File: src/sv/drp_pkg.sv
// ----------------------------------------------------------------------------
// drp_pkg: shared definitions for the disparity reprojection unit
// Register indexes, field widths, reset values and the controller/datapath
// command and status groups.
// ----------------------------------------------------------------------------
`default_nettype none

package drp_pkg;

    // Default frame limits
    localparam int DEF_MAX_WIDTH  = 4096;
    localparam int DEF_MAX_HEIGHT = 4096;

    // Field widths
    localparam int PIX_W      = 8;
    localparam int OUT_W      = 24;
    localparam int CFG_IDX_W  = 3;
    localparam int CFG_DATA_W = 21;
    localparam int IMG_W_W    = 13;
    localparam int CAM_W      = 20;
    localparam int BASE_W     = 16;
    localparam int OFF_W      = 21;

    // Bits retired per divider cycle
    localparam int DIV_BITS = 4;

    // Register indexes
    localparam logic [CFG_IDX_W-1:0] REG_IMAGE_WIDTH  = 3'd0;
    localparam logic [CFG_IDX_W-1:0] REG_FOCAL_LENGTH = 3'd1;
    localparam logic [CFG_IDX_W-1:0] REG_CENTER_COL   = 3'd2;
    localparam logic [CFG_IDX_W-1:0] REG_CENTER_ROW   = 3'd3;
    localparam logic [CFG_IDX_W-1:0] REG_BASELINE     = 3'd4;
    localparam logic [CFG_IDX_W-1:0] REG_OFFSET_FWD   = 3'd5;
    localparam logic [CFG_IDX_W-1:0] REG_OFFSET_SIDE  = 3'd6;
    localparam logic [CFG_IDX_W-1:0] REG_OFFSET_UP    = 3'd7;

    // Register reset values
    localparam logic [IMG_W_W-1:0] RST_IMAGE_WIDTH  = 13'd640;
    localparam logic [CAM_W-1:0]   RST_FOCAL_LENGTH = 20'd102092;
    localparam logic [CAM_W-1:0]   RST_CENTER_COL   = 20'd80762;
    localparam logic [CAM_W-1:0]   RST_CENTER_ROW   = 20'd52523;
    localparam logic [BASE_W-1:0]  RST_BASELINE     = 16'd4915;
    localparam logic [OFF_W-1:0]   RST_OFFSET_FWD   = 21'd18350;
    localparam logic [OFF_W-1:0]   RST_OFFSET_SIDE  = 21'd2458;
    localparam logic [OFF_W-1:0]   RST_OFFSET_UP    = 21'd18350;

    // Range tracker reset values
    localparam logic [PIX_W-1:0] PIX_MAX = 8'd255;
    localparam logic [PIX_W-1:0] PIX_MIN = 8'd0;

    // Output axis codes
    localparam logic [1:0] AXIS_FWD  = 2'd0;
    localparam logic [1:0] AXIS_SIDE = 2'd1;
    localparam logic [1:0] AXIS_UP   = 2'd2;

    // Controller to datapath commands
    typedef struct packed {
        logic       take;        // input channel ready
        logic       norm_fix;    // load d for a trivial normalization
        logic       norm_start;  // start the normalization divide
        logic       norm_load;   // round and load d from the divider
        logic       mul;         // register the axis product
        logic       prep;        // form the axis dividend
        logic       div_start;   // start the axis divide
        logic       store;       // finish the axis and hold it
        logic       out_load;    // move the point to the output register
        logic [1:0] axis;
    } cmd_t;

    // Datapath to controller status
    typedef struct packed {
        logic norm_trivial;
        logic div_done;
        logic d_zero;
        logic out_free;
    } status_t;

endpackage

`default_nettype wire

File: src/sv/drp_stream_if.sv
// ----------------------------------------------------------------------------
// drp_stream_if: valid/ready channels of the disparity reprojection unit
// Pixel request channel and point request channel.
// ----------------------------------------------------------------------------
`default_nettype none

interface drp_in_if;
    logic                       valid;
    logic                       ready;
    logic                       mode;
    logic [drp_pkg::PIX_W-1:0]  disparity;
    logic                       frame_end;

    modport source (output valid, mode, disparity, frame_end, input ready);
    modport sink   (input valid, mode, disparity, frame_end, output ready);
endinterface

interface drp_out_if;
    logic                              valid;
    logic                              ready;
    logic signed [drp_pkg::OUT_W-1:0]  point_fwd;
    logic signed [drp_pkg::OUT_W-1:0]  point_side;
    logic signed [drp_pkg::OUT_W-1:0]  point_up;

    modport source (output valid, point_fwd, point_side, point_up, input ready);
    modport sink   (input valid, point_fwd, point_side, point_up, output ready);
endinterface

`default_nettype wire

File: src/sv/drp_div.sv
// ----------------------------------------------------------------------------
// drp_div: iterative unsigned divider by an 8-bit divisor
// Restoring division, DIV_BITS quotient bits per cycle while busy; done is
// high for a single cycle once the last step is registered, with quotient and remainder held.
// ----------------------------------------------------------------------------
`default_nettype none

module drp_div #(
    parameter int DIVIDEND_W = 32
) (
    input  wire logic                              clk,
    input  wire logic                              rst_n,
    input  wire logic                              start,
    input  wire logic [DIVIDEND_W-1:0]             dividend,
    input  wire logic [drp_pkg::PIX_W-1:0]         divisor,
    output logic                                   done,
    output logic [DIVIDEND_W-1:0]                  quotient,
    output logic [drp_pkg::PIX_W-1:0]              remainder
);

    localparam int STEPS = DIVIDEND_W / drp_pkg::DIV_BITS;
    localparam int CNT_W = $clog2(STEPS + 1);
    localparam int PW    = drp_pkg::PIX_W;

    logic [DIVIDEND_W-1:0] quo_reg, quo_next;
    logic [PW-1:0]         rem_reg, rem_next;
    logic [PW-1:0]         dsr_reg;
    logic [CNT_W-1:0]      cnt_reg;
    logic                  busy_reg;
    logic                  done_reg;

    // Retire DIV_BITS quotient bits
    always_comb
    begin
        logic [PW:0] r9;
        quo_next = quo_reg;
        rem_next = rem_reg;
        for (int i = 0; i < drp_pkg::DIV_BITS; i++)
        begin
            r9       = {rem_next, quo_next[DIVIDEND_W-1]};
            quo_next = {quo_next[DIVIDEND_W-2:0], 1'b0};
            if (r9 >= {1'b0, dsr_reg})
            begin
                r9          = r9 - {1'b0, dsr_reg};
                quo_next[0] = 1'b1;
            end
            rem_next = r9[PW-1:0];
        end
    end

    // Sequence the steps
    always_ff @(posedge clk or negedge rst_n)
    begin
        if (!rst_n)
        begin
            busy_reg <= 1'b0;
            done_reg <= 1'b0;
            cnt_reg  <= '0;
        end
        else
        begin
            done_reg <= 1'b0;
            if (start)
            begin
                busy_reg <= 1'b1;
                cnt_reg  <= CNT_W'(STEPS);
            end
            else if (busy_reg)
            begin
                cnt_reg <= cnt_reg - 1'b1;
                if (cnt_reg == CNT_W'(1))
                begin
                    busy_reg <= 1'b0;
                    done_reg <= 1'b1;
                end
            end
        end
    end

    // Hold operands and partial results
    always_ff @(posedge clk)
    begin
        if (start)
        begin
            quo_reg <= dividend;
            rem_reg <= '0;
            dsr_reg <= divisor;
        end
        else if (busy_reg)
        begin
            quo_reg <= quo_next;
            rem_reg <= rem_next;
        end
    end

    assign done      = done_reg;
    assign quotient  = quo_reg;
    assign remainder = rem_reg;

endmodule

`default_nettype wire

File: src/sv/drp_ctrl.sv
// ----------------------------------------------------------------------------
// drp_ctrl: sequencer of the disparity reprojection unit
// Takes pixels, then steps the datapath through normalization and the
// three axis divides of a convert pixel.
// ----------------------------------------------------------------------------
`default_nettype none

module drp_ctrl (
    input  wire logic             clk,
    input  wire logic             rst_n,
    input  wire logic             in_valid,
    input  wire logic             in_mode,
    input  wire drp_pkg::status_t sts,
    output drp_pkg::cmd_t         cmd
);

    typedef enum logic [3:0] {
        S_IDLE,
        S_NORM,
        S_NWAIT,
        S_CHK,
        S_MUL,
        S_PREP,
        S_DIV,
        S_DWAIT,
        S_OUT
    } state_t;

    state_t     state_reg, state_next;
    logic [1:0] axis_reg, axis_next;

    // Next state
    always_comb
    begin
        state_next = state_reg;
        axis_next  = axis_reg;
        case (state_reg)
            S_IDLE:
            begin
                if (in_valid && in_mode)
                begin
                    state_next = S_NORM;
                end
            end
            S_NORM:
            begin
                state_next = sts.norm_trivial ? S_CHK : S_NWAIT;
            end
            S_NWAIT:
            begin
                if (sts.div_done)
                begin
                    state_next = S_CHK;
                end
            end
            S_CHK:
            begin
                axis_next  = drp_pkg::AXIS_FWD;
                state_next = sts.d_zero ? S_IDLE : S_MUL;
            end
            S_MUL:   state_next = S_PREP;
            S_PREP:  state_next = S_DIV;
            S_DIV:   state_next = S_DWAIT;
            S_DWAIT:
            begin
                if (sts.div_done)
                begin
                    if (axis_reg == drp_pkg::AXIS_UP)
                    begin
                        state_next = S_OUT;
                    end
                    else
                    begin
                        axis_next  = axis_reg + 2'd1;
                        state_next = S_MUL;
                    end
                end
            end
            S_OUT:
            begin
                if (sts.out_free)
                begin
                    state_next = S_IDLE;
                end
            end
            default: state_next = S_IDLE;
        endcase
    end

    // Hold state and axis
    always_ff @(posedge clk or negedge rst_n)
    begin
        if (!rst_n)
        begin
            state_reg <= S_IDLE;
            axis_reg  <= drp_pkg::AXIS_FWD;
        end
        else
        begin
            state_reg <= state_next;
            axis_reg  <= axis_next;
        end
    end

    // Decode commands
    always_comb
    begin
        cmd            = '0;
        cmd.axis       = axis_reg;
        cmd.take       = (state_reg == S_IDLE);
        cmd.norm_fix   = (state_reg == S_NORM) && sts.norm_trivial;
        cmd.norm_start = (state_reg == S_NORM) && !sts.norm_trivial;
        cmd.norm_load  = (state_reg == S_NWAIT) && sts.div_done;
        cmd.mul        = (state_reg == S_MUL);
        cmd.prep       = (state_reg == S_PREP);
        cmd.div_start  = (state_reg == S_DIV);
        cmd.store      = (state_reg == S_DWAIT) && sts.div_done;
        cmd.out_load   = (state_reg == S_OUT) && sts.out_free;
    end

endmodule

`default_nettype wire

File: src/sv/drp_datapath.sv
// ----------------------------------------------------------------------------
// drp_datapath: registers and arithmetic of the disparity reprojection unit
// Configuration registers, range tracker, pixel counters, normalization,
// shared multiplier and divider, saturation and the output register.
// ----------------------------------------------------------------------------
`default_nettype none

module drp_datapath #(
    parameter int MAX_WIDTH  = drp_pkg::DEF_MAX_WIDTH,
    parameter int MAX_HEIGHT = drp_pkg::DEF_MAX_HEIGHT
) (
    input  wire logic                                clk,
    input  wire logic                                rst_n,
    input  wire logic                                cfg_we,
    input  wire logic [drp_pkg::CFG_IDX_W-1:0]       cfg_index,
    input  wire logic [drp_pkg::CFG_DATA_W-1:0]      cfg_data,
    input  wire logic                                in_valid,
    input  wire logic                                in_mode,
    input  wire logic [drp_pkg::PIX_W-1:0]           in_disparity,
    input  wire logic                                in_frame_end,
    input  wire logic                                out_ready,
    output logic                                     out_valid,
    output logic signed [drp_pkg::OUT_W-1:0]         out_fwd,
    output logic signed [drp_pkg::OUT_W-1:0]         out_side,
    output logic signed [drp_pkg::OUT_W-1:0]         out_up,
    input  wire drp_pkg::cmd_t                       cmd,
    output drp_pkg::status_t                         sts
);

    localparam int PXW  = drp_pkg::PIX_W;
    localparam int OW   = drp_pkg::OUT_W;
    localparam int OFW  = drp_pkg::OFF_W;
    localparam int CW   = $clog2(MAX_WIDTH);
    localparam int RW   = $clog2(MAX_HEIGHT);
    localparam int PW   = (CW > RW) ? CW : RW;
    localparam int CMPW = (CW + 1 > drp_pkg::IMG_W_W) ? CW + 1 : drp_pkg::IMG_W_W;
    localparam int DW   = ((PW + 8 > drp_pkg::CAM_W) ? PW + 8 : drp_pkg::CAM_W) + 1;
    localparam int MW   = DW + drp_pkg::BASE_W + 1;
    localparam int DVW  = MW - 7;
    localparam int DVP  = ((DVW + drp_pkg::DIV_BITS - 1) / drp_pkg::DIV_BITS)
                          * drp_pkg::DIV_BITS;
    localparam int SW   = DVW + 2;

    // Configuration registers
    logic [drp_pkg::IMG_W_W-1:0] image_width_reg;
    logic [drp_pkg::CAM_W-1:0]   focal_length_reg;
    logic [drp_pkg::CAM_W-1:0]   center_col_reg;
    logic [drp_pkg::CAM_W-1:0]   center_row_reg;
    logic [drp_pkg::BASE_W-1:0]  baseline_reg;
    logic [OFW-1:0]              offset_fwd_reg;
    logic [OFW-1:0]              offset_side_reg;
    logic [OFW-1:0]              offset_up_reg;

    // Frame state
    logic [PXW-1:0] lowest_reg, highest_reg;
    logic [CW-1:0]  col_reg, col_next;
    logic [RW-1:0]  row_reg, row_next;

    // Working copies of a convert pixel
    logic [PXW-1:0] pix_w_reg, lo_w_reg, hi_w_reg;
    logic [CW-1:0]  col_w_reg;
    logic [RW-1:0]  row_w_reg;

    // Arithmetic registers
    logic [PXW-1:0]       d_reg;
    logic signed [MW-1:0] prod_reg;
    logic [DVW-1:0]       dvd_reg;
    logic                 neg_reg;
    logic [OW-1:0]        res_fwd_reg, res_side_reg, res_up_reg;

    // Output register
    logic                 out_valid_reg;
    logic [OW-1:0]        out_fwd_reg, out_side_reg, out_up_reg;

    logic                 acc;
    logic [CW:0]          col_inc;
    logic [RW:0]          row_inc;
    logic                 col_wrap;

    logic [PXW-1:0]       span;
    logic [PXW-1:0]       pdiff;
    logic [2*PXW-1:0]     norm_num;
    logic [PXW:0]         rem2;
    logic [PXW:0]         q_round;
    logic                 round_up;
    logic [PXW-1:0]       d_fix;

    logic signed [DW-1:0] dc, dr, mul_a;
    logic signed [drp_pkg::BASE_W:0] mul_b;
    logic [MW-1:0]        mag;
    logic [MW:0]          num_rnd;

    logic                 div_start;
    logic [DVP-1:0]       div_dividend;
    logic [PXW-1:0]       div_divisor;
    logic                 div_done;
    logic [DVP-1:0]       div_quot;
    logic [PXW-1:0]       div_rem;

    logic                 flip;
    logic signed [SW-1:0] qv, sum, offs;
    logic                 fits;
    logic [OW-1:0]        sat;

    assign acc = in_valid && cmd.take;

    // Write configuration registers
    always_ff @(posedge clk or negedge rst_n)
    begin
        if (!rst_n)
        begin
            image_width_reg  <= drp_pkg::RST_IMAGE_WIDTH;
            focal_length_reg <= drp_pkg::RST_FOCAL_LENGTH;
            center_col_reg   <= drp_pkg::RST_CENTER_COL;
            center_row_reg   <= drp_pkg::RST_CENTER_ROW;
            baseline_reg     <= drp_pkg::RST_BASELINE;
            offset_fwd_reg   <= drp_pkg::RST_OFFSET_FWD;
            offset_side_reg  <= drp_pkg::RST_OFFSET_SIDE;
            offset_up_reg    <= drp_pkg::RST_OFFSET_UP;
        end
        else if (cfg_we)
        begin
            case (cfg_index)
                drp_pkg::REG_IMAGE_WIDTH:
                    image_width_reg <= cfg_data[drp_pkg::IMG_W_W-1:0];
                drp_pkg::REG_FOCAL_LENGTH:
                    focal_length_reg <= cfg_data[drp_pkg::CAM_W-1:0];
                drp_pkg::REG_CENTER_COL:
                    center_col_reg <= cfg_data[drp_pkg::CAM_W-1:0];
                drp_pkg::REG_CENTER_ROW:
                    center_row_reg <= cfg_data[drp_pkg::CAM_W-1:0];
                drp_pkg::REG_BASELINE:
                    baseline_reg <= cfg_data[drp_pkg::BASE_W-1:0];
                drp_pkg::REG_OFFSET_FWD:  offset_fwd_reg  <= cfg_data[OFW-1:0];
                drp_pkg::REG_OFFSET_SIDE: offset_side_reg <= cfg_data[OFW-1:0];
                drp_pkg::REG_OFFSET_UP:   offset_up_reg   <= cfg_data[OFW-1:0];
                default: ;
            endcase
        end
    end

    // Advance the raster position; a width of zero wraps every pixel
    always_comb
    begin
        col_inc  = {1'b0, col_reg} + (CW+1)'(1);
        row_inc  = {1'b0, row_reg} + (RW+1)'(1);
        col_wrap = (CMPW'(col_inc) >= CMPW'(image_width_reg))
                   || (col_inc >= (CW+1)'(MAX_WIDTH));
        if (in_frame_end)
        begin
            col_next = '0;
            row_next = '0;
        end
        else if (col_wrap)
        begin
            col_next = '0;
            row_next = (row_inc >= (RW+1)'(MAX_HEIGHT)) ? '0 : row_inc[RW-1:0];
        end
        else
        begin
            col_next = col_inc[CW-1:0];
            row_next = row_reg;
        end
    end

    // Track range on gather pixels, reset it at a convert frame end, and raster position on each accepted pixel
    always_ff @(posedge clk or negedge rst_n)
    begin
        if (!rst_n)
        begin
            lowest_reg  <= drp_pkg::PIX_MAX;
            highest_reg <= drp_pkg::PIX_MIN;
            col_reg     <= '0;
            row_reg     <= '0;
        end
        else if (acc)
        begin
            col_reg <= col_next;
            row_reg <= row_next;
            if (!in_mode)
            begin
                if (in_disparity < lowest_reg)
                begin
                    lowest_reg <= in_disparity;
                end
                if (in_disparity > highest_reg)
                begin
                    highest_reg <= in_disparity;
                end
            end
            else if (in_frame_end)
            begin
                lowest_reg  <= drp_pkg::PIX_MAX;
                highest_reg <= drp_pkg::PIX_MIN;
            end
        end
    end

    // Capture a convert pixel with the range and position it sees
    always_ff @(posedge clk)
    begin
        if (acc && in_mode)
        begin
            pix_w_reg <= in_disparity;
            lo_w_reg  <= lowest_reg;
            hi_w_reg  <= highest_reg;
            col_w_reg <= col_reg;
            row_w_reg <= row_reg;
        end
    end

    // Normalization operands and rounding
    always_comb
    begin
        span     = hi_w_reg - lo_w_reg;
        pdiff    = pix_w_reg - lo_w_reg;
        norm_num = {pdiff, {PXW{1'b0}}} - {{PXW{1'b0}}, pdiff};
        rem2     = {div_rem, 1'b0};
        round_up = (rem2 > {1'b0, span}) || ((rem2 == {1'b0, span}) && div_quot[0]);
        q_round  = {1'b0, div_quot[PXW-1:0]} + (PXW+1)'(round_up);
        d_fix    = ((hi_w_reg > lo_w_reg) && (pix_w_reg > lo_w_reg)) ? drp_pkg::PIX_MAX
                                                                     : drp_pkg::PIX_MIN;
    end

    // Load the normalized disparity
    always_ff @(posedge clk)
    begin
        if (cmd.norm_fix)
        begin
            d_reg <= d_fix;
        end
        else if (cmd.norm_load)
        begin
            d_reg <= q_round[PXW] ? drp_pkg::PIX_MAX : q_round[PXW-1:0];
        end
    end

    // Select multiplier operands per axis
    always_comb
    begin
        dc    = $signed(DW'({col_w_reg, 8'h00})) - $signed(DW'(center_col_reg));
        dr    = $signed(DW'({row_w_reg, 8'h00})) - $signed(DW'(center_row_reg));
        mul_b = $signed({1'b0, baseline_reg});
        case (cmd.axis)
            drp_pkg::AXIS_FWD:  mul_a = $signed(DW'(focal_length_reg));
            drp_pkg::AXIS_SIDE: mul_a = dc;
            drp_pkg::AXIS_UP:   mul_a = dr;
            default:            mul_a = '0;
        endcase
    end

    // Form the rounded dividend: (|p| + 128*d) / 256, then divide by d
    always_comb
    begin
        mag     = prod_reg[MW-1] ? MW'(-prod_reg) : MW'(prod_reg);
        num_rnd = {1'b0, mag} + (MW+1)'({d_reg, 7'b0});
    end

    always_ff @(posedge clk)
    begin
        if (cmd.mul)
        begin
            prod_reg <= MW'(mul_a * mul_b);
        end
        if (cmd.prep)
        begin
            dvd_reg <= num_rnd[MW:8];
            neg_reg <= prod_reg[MW-1];
        end
    end

    // Share the divider between normalization and the axes
    assign div_start    = cmd.norm_start || cmd.div_start;
    assign div_dividend = cmd.norm_start ? DVP'(norm_num) : DVP'(dvd_reg);
    assign div_divisor  = cmd.norm_start ? span : d_reg;

    drp_div #(
        .DIVIDEND_W (DVP)
    ) u_div (
        .clk       (clk),
        .rst_n     (rst_n),
        .start     (div_start),
        .dividend  (div_dividend),
        .divisor   (div_divisor),
        .done      (div_done),
        .quotient  (div_quot),
        .remainder (div_rem)
    );

    // Sign, add offset, saturate
    always_comb
    begin
        flip = neg_reg ^ (cmd.axis != drp_pkg::AXIS_FWD);
        qv   = $signed({2'b00, div_quot[DVW-1:0]});
        case (cmd.axis)
            drp_pkg::AXIS_FWD:
                offs = $signed({{(SW-OFW){offset_fwd_reg[OFW-1]}}, offset_fwd_reg});
            drp_pkg::AXIS_SIDE:
                offs = $signed({{(SW-OFW){offset_side_reg[OFW-1]}}, offset_side_reg});
            drp_pkg::AXIS_UP:
                offs = $signed({{(SW-OFW){offset_up_reg[OFW-1]}}, offset_up_reg});
            default:
                offs = '0;
        endcase
        sum  = flip ? (offs - qv) : (offs + qv);
        fits = (&sum[SW-1:OW-1]) || !(|sum[SW-1:OW-1]);
        if (fits)
        begin
            sat = sum[OW-1:0];
        end
        else if (sum[SW-1])
        begin
            sat = {1'b1, {(OW-1){1'b0}}};
        end
        else
        begin
            sat = {1'b0, {(OW-1){1'b1}}};
        end
    end

    // Hold finished axes
    always_ff @(posedge clk)
    begin
        if (cmd.store)
        begin
            case (cmd.axis)
                drp_pkg::AXIS_FWD:  res_fwd_reg  <= sat;
                drp_pkg::AXIS_SIDE: res_side_reg <= sat;
                drp_pkg::AXIS_UP:   res_up_reg   <= sat;
                default: ;
            endcase
        end
    end

    // Output register
    always_ff @(posedge clk or negedge rst_n)
    begin
        if (!rst_n)
        begin
            out_valid_reg <= 1'b0;
        end
        else if (cmd.out_load)
        begin
            out_valid_reg <= 1'b1;
        end
        else if (out_ready)
        begin
            out_valid_reg <= 1'b0;
        end
    end

    always_ff @(posedge clk)
    begin
        if (cmd.out_load)
        begin
            out_fwd_reg  <= res_fwd_reg;
            out_side_reg <= res_side_reg;
            out_up_reg   <= res_up_reg;
        end
    end

    assign out_valid = out_valid_reg;
    assign out_fwd   = $signed(out_fwd_reg);
    assign out_side  = $signed(out_side_reg);
    assign out_up    = $signed(out_up_reg);

    // Report status
    always_comb
    begin
        sts              = '0;
        sts.norm_trivial = (hi_w_reg <= lo_w_reg) || (pix_w_reg <= lo_w_reg)
                           || (pix_w_reg >= hi_w_reg);
        sts.div_done     = div_done;
        sts.d_zero       = (d_reg == drp_pkg::PIX_MIN);
        sts.out_free     = !out_valid_reg || out_ready;
    end

endmodule

`default_nettype wire

File: src/sv/disparity_to_point_reprojection_unit.sv
// ----------------------------------------------------------------------------
// disparity_to_point_reprojection_unit: stereo disparity to 3-D points
// Min-max normalizes a disparity frame and reprojects each pixel to a point.
// ----------------------------------------------------------------------------
// Usage:
//   Stream every frame twice over the pixel channel in raster order: first
//   with mode 0 (range gather), then with mode 1 (convert). Set frame_end on
//   the last pixel of each pass. Each convert pixel whose normalized value is
//   nonzero yields one request on the point channel (forward, side, up in
//   meters Q.16, saturated to 24 bits). Write cfg_we/cfg_index/cfg_data idle.
// Sequencing:
//   Gather pixels are taken back to back while idle. A convert pixel
//   normalizes directly at or outside the range ends, else with a divide;
//   a nonzero one then multiplies and divides for forward, side and up,
//   and output stalls hold the point. The shared divider does 8 steps of 4 bits.
// Reset and stall:
//   Reset loads the register defaults, clears the raster position and the
//   gathered range. A finished point waits in the output register; the
//   next pixel is taken meanwhile, and only a second point waits for it.
// ----------------------------------------------------------------------------
`default_nettype none

module disparity_to_point_reprojection_unit #(
    parameter int MAX_WIDTH  = drp_pkg::DEF_MAX_WIDTH,
    parameter int MAX_HEIGHT = drp_pkg::DEF_MAX_HEIGHT
) (
    input  wire logic                            clk,
    input  wire logic                            rst_n,
    input  wire logic                            cfg_we,
    input  wire logic [drp_pkg::CFG_IDX_W-1:0]   cfg_index,
    input  wire logic [drp_pkg::CFG_DATA_W-1:0]  cfg_data,
    drp_in_if.sink                               in,
    drp_out_if.source                            out
);

    drp_pkg::cmd_t    cmd;
    drp_pkg::status_t sts;

    assign in.ready = cmd.take;

    drp_ctrl u_ctrl (
        .clk      (clk),
        .rst_n    (rst_n),
        .in_valid (in.valid),
        .in_mode  (in.mode),
        .sts      (sts),
        .cmd      (cmd)
    );

    drp_datapath #(
        .MAX_WIDTH  (MAX_WIDTH),
        .MAX_HEIGHT (MAX_HEIGHT)
    ) u_datapath (
        .clk          (clk),
        .rst_n        (rst_n),
        .cfg_we       (cfg_we),
        .cfg_index    (cfg_index),
        .cfg_data     (cfg_data),
        .in_valid     (in.valid),
        .in_mode      (in.mode),
        .in_disparity (in.disparity),
        .in_frame_end (in.frame_end),
        .out_ready    (out.ready),
        .out_valid    (out.valid),
        .out_fwd      (out.point_fwd),
        .out_side     (out.point_side),
        .out_up       (out.point_up),
        .cmd          (cmd),
        .sts          (sts)
    );

endmodule

`default_nettype wire
File: src/flat_wrapper.sv
// flat-port wrapper written by rule: the top's interface ports become plain ports
module disparity_to_point_reprojection_unit_flat 
#(
    parameter int MAX_WIDTH  = drp_pkg::DEF_MAX_WIDTH,
    parameter int MAX_HEIGHT = drp_pkg::DEF_MAX_HEIGHT
)
  (clk, rst_n, cfg_we, cfg_index, cfg_data, in_valid, in_mode, in_disparity, in_frame_end, in_ready, out_valid, out_point_fwd, out_point_side, out_point_up, out_ready);
  drp_in_if in_i ();
  drp_out_if out_i ();
  input  wire logic clk;
  input  wire logic rst_n;
  input  wire logic cfg_we;
  input  wire logic [drp_pkg::CFG_IDX_W-1:0] cfg_index;
  input  wire logic [drp_pkg::CFG_DATA_W-1:0] cfg_data;
  input wire logic [$bits(in_i.valid)-1:0] in_valid;
  input wire logic [$bits(in_i.mode)-1:0] in_mode;
  input wire logic [$bits(in_i.disparity)-1:0] in_disparity;
  input wire logic [$bits(in_i.frame_end)-1:0] in_frame_end;
  output wire logic [$bits(in_i.ready)-1:0] in_ready;
  output wire logic [$bits(out_i.valid)-1:0] out_valid;
  output wire logic [$bits(out_i.point_fwd)-1:0] out_point_fwd;
  output wire logic [$bits(out_i.point_side)-1:0] out_point_side;
  output wire logic [$bits(out_i.point_up)-1:0] out_point_up;
  input wire logic [$bits(out_i.ready)-1:0] out_ready;
  assign in_i.valid = in_valid;
  assign in_i.mode = in_mode;
  assign in_i.disparity = in_disparity;
  assign in_i.frame_end = in_frame_end;
  assign in_ready = in_i.ready;
  assign out_valid = out_i.valid;
  assign out_point_fwd = out_i.point_fwd;
  assign out_point_side = out_i.point_side;
  assign out_point_up = out_i.point_up;
  assign out_i.ready = out_ready;
  disparity_to_point_reprojection_unit #(.MAX_WIDTH(MAX_WIDTH), .MAX_HEIGHT(MAX_HEIGHT)) u_core (.clk(clk), .rst_n(rst_n), .cfg_we(cfg_we), .cfg_index(cfg_index), .cfg_data(cfg_data), .in(in_i), .out(out_i));
endmodule
File: config.mk
export PLATFORM = sky130hd
export DESIGN_NAME = disparity_to_point_reprojection_unit_flat
export DESIGN_NICKNAME = d
export VERILOG_FILES = /design/src/sv/drp_pkg.sv /design/src/sv/drp_stream_if.sv /design/src/sv/drp_div.sv /design/src/sv/drp_ctrl.sv /design/src/sv/drp_datapath.sv /design/src/sv/disparity_to_point_reprojection_unit.sv /design/src/flat_wrapper.sv
export SDC_FILE = /design/constraint.sdc
export NUM_CORES = 2
export LEC_CHECK = 0
export ABC_CLOCK_PERIOD_IN_PS = 27200
export BUFFER_PORTS_ARGS = -buffer_cell sky130_fd_sc_hd__buf_2
export CORE_MARGIN = 2
export CORE_UTILIZATION = 50
export DETAILED_ROUTE_END_ITERATION = 6
export PLACE_DENSITY = 0.67
export SYNTH_ARGS = -nofsm -noshare
export SYNTH_HDL_FRONTEND = slang
export SYNTH_SLANG_ARGS = --single-unit
File: constraint.sdc
create_clock -name clk -period 27.2 [get_ports clk]
set_clock_uncertainty 0.05 [all_clocks]
set_input_delay 2.72 -clock clk [delete_from_list [all_inputs] [get_ports clk]]
set_output_delay 2.72 -clock clk [all_outputs]
set_load 0.02 [all_outputs]
==> results.yml <==
status:
  status: "complete, no violations"
synthesis:
  synth.area.top_cells: "edfxtp_1, fa_1, dfrtp_1"
  syn_area_um2: 41400
  synth_cells: 4037
  synth_top_area_cell: "edfxtp_1"
  async_reset_ff_share_pct: 39.2
  yosysTopAreaCellShare_pct: 22.5
  yosysWarnings: 0
  synth_ff_type: "edfxtp_1"
  synth.distinct_cells: 106
  syn_avg_cell_area_um2: 10.3
  ys_seq_area_share_pct: 35.4
  ys_ff_latch: 523
  synth_nets: 4683
  synth_edf_count: 310
final_layout:
  regArea_um2: 14700
  multiInputGateArea_um2: 24100
  drive_gt1_share_pct: 12.5
  area_growth_pct: 8.62
  nets: 4742
  layout_commonest_cell: "inv_1"
  n_antenna_cell: 0
  largest_reg_flops: 38
  nFillCells: 7245
  final_cell_mix: "inv_1, nand2_1, fa_1"
  utilization_pct: 54.8
sta:
  fin_hold_ws_ns: 0.364
  setup_viol_count_final: 0
  hold_violations: 0
  rsz0062_at_grt: "no"
  finalCritPeriodShare_pct: 36.3
  worst_pin_slew_ns: 1.22
  setup_tns_ns: 0
  period_needed_ns: 9.87
  timing.slew.headroom_pct: 18.2
  clock.fmax_mhz: 101
  slew_violations: 0
clock_network:
  clk_latency_ns: 0.64
  cts_setup_buffers: 0
  cts_tree: "done"
  clkSinkCount: 523
  cts.htree.levels: 2
  cts_root_buffer: "clkbuf_16"
  numCtsBuffers: 54
  cts-resized-gates: 0
  clkTransAtPathRegs_ns: 0.06
  cts.path.max_buffers: 3
  cts_hold_buf: 0
placement:
  hpwlAfterDp_um: 76300
  gp_congestion: 0.933
  io_buffers: 112
global_route:
  grt_max_degree: 75
  grt_util_met1_pct: 32.6
  grt_pass1_vias: 29700
  use_met2_pct: 40.5
  antenna_found_initial: 1
  grt_remaining_overflow: 0
  grt.total_usage_pct: 24.0
  grtUsageMet3_pct: 3.01
  grt_pass1_wl_um: 163000
  grt.busiest_layer: "met2"
worst_setup_path:
  end_kind: "flip-flop"
  reg2reg_slack_ns: 17.33
  reg2reg_to: "u_core.u_datapath.prod_reg[37]$_DFFE_PP_"
  critPathArrivalTime_ns: 10.16
  crit_path_frequent_cell: "fa_1"
  max_stage_delay_ns: 0.71
  crit_family: "adder cells"
  worstRegToRegCells: 30
  rr_startpoint: "u_core.u_datapath.center_row_reg[8]$_DFFE_PN1P_"
  cp_max_fo: 11
  crit_type: "reg -> reg"
  required_ns: 27.48
  slowest_stage: "a2111oi_0"
  cp-start-kind: "flip-flop"
  crit_buf_inv: 5
worst_hold_path:
  hp-start: "u_core.u_datapath.res_up_reg[15]$_DFFE_PP_"
  worstHoldPathType: "reg -> reg"
  min_to: "u_core.u_datapath.out_up[15]$_DFFE_PP_"
  min_delay_path_depth: 0
detailed_routing:
  totalWireLength_um: 99700
  routed_via_density: 5.62
  dr.pass1.iters: 6
  vias: 29300
  drc_errors: 0
  routedWlPerCell_um: 19.1
  drt_iter0_drc: 2113
  antenna_left: 0
floorplan:
  row_count: 105
  die_area_um2: 85200
  die_h_um: 292
  die_w_um: 292
  io_pins: 113
  coreArea_um2: 82100
  initial_utilization_pct: 50.5
run:
  max_cap_viol_count: 0
## how the worst max path moves through the flow
stage,from,end,depth (start not counted)
2_1_floorplan,u_core.u_datapath.center_row_reg[8]$_DFFE_PN1P_,u_core.u_datapath.prod_reg[37]$_DFFE_PP_,33
6_report,u_core.u_datapath.center_row_reg[8]$_DFFE_PN1P_,u_core.u_datapath.prod_reg[37]$_DFFE_PP_,30
3_5_place_dp,u_core.u_datapath.center_row_reg[8]$_DFFE_PN1P_,u_core.u_datapath.prod_reg[37]$_DFFE_PP_,32
5_1_grt,u_core.u_datapath.center_row_reg[0]$_DFFE_PN1P_,u_core.u_datapath.prod_reg[37]$_DFFE_PP_,28
4_1_cts,u_core.u_datapath.center_row_reg[8]$_DFFE_PN1P_,u_core.u_datapath.prod_reg[37]$_DFFE_PP_,32
3_3_place_gp,u_core.u_datapath.center_row_reg[8]$_DFFE_PN1P_,u_core.u_datapath.prod_reg[37]$_DFFE_PP_,32
## through the flow
stage                     worst slack, ns  instances  cell area, µm²
after global placement              17.59       5110           43100
after detailed placement            17.38       5110           43100
after floorplan                     18.36       4037           41400
after CTS                           17.32       5211           45000
final                               17.33       5211           45000
after global routing                16.55       5211           45000
## routing by layer
layer / wire (µm) / up-vias
met1: 43400 / 14500
met2: 48000 / 824
met3: 5470 / 151
met5: 0 / -
li1: - / 13800
met4: 2820 / 0
## Yosys cell counts, types with 45 or more instances
| master | instances |
|---|---|
| and2_1 | 120 |
| a21o_1 | 46 |
| inv_1 | 565 |
| xor2_1 | 62 |
| xnor2_1 | 162 |
| dfstp_2 | 70 |
| o21ai_0 | 171 |
| nand2_1 | 404 |
| edfxtp_1 | 310 |
| fa_1 | 343 |
| nor3_1 | 51 |
| a21oi_1 | 177 |
| mux2_2 | 142 |
| ha_1 | 264 |
| o21a_1 | 47 |
| dfrtp_1 | 135 |
| nor2_1 | 208 |
| nand2b_1 | 45 |
| nand3_1 | 60 |
| nor2b_1 | 52 |
| clkbuf_1 | 120 |
## cells by family (layout without fill, tap and decap cells)
family	Yosys count	count (layout)	share of synthesized area, %
AND/OR/NAND/NOR	1099	1099	13.0
AO/OA/AOI/OAI	695	695	11.2
flip-flops	523	523	35.4
adder cells (fa/ha/maj)	607	607	24.5
XOR/XNOR	225	225	4.77
other	1	1	0.00905
multiplexers	165	165	4.44
buffers and inverters	722	826	6.64
## area by class of cell
class                           count  share of cell area (%)
Multi-Input combinational cell   2792                    53.5
Sequential cell                   523                    32.6
Inverter                          567                    4.73
Clock buffer                       68                    3.19
Tap cell                         1070                    2.97
Timing Repair Buffer              158                    2.03
Clock inverter                     33                    1.00
Power is not shown: default switching activity piles up to over one toggle a cycle in this logic, so the estimate is an artifact.
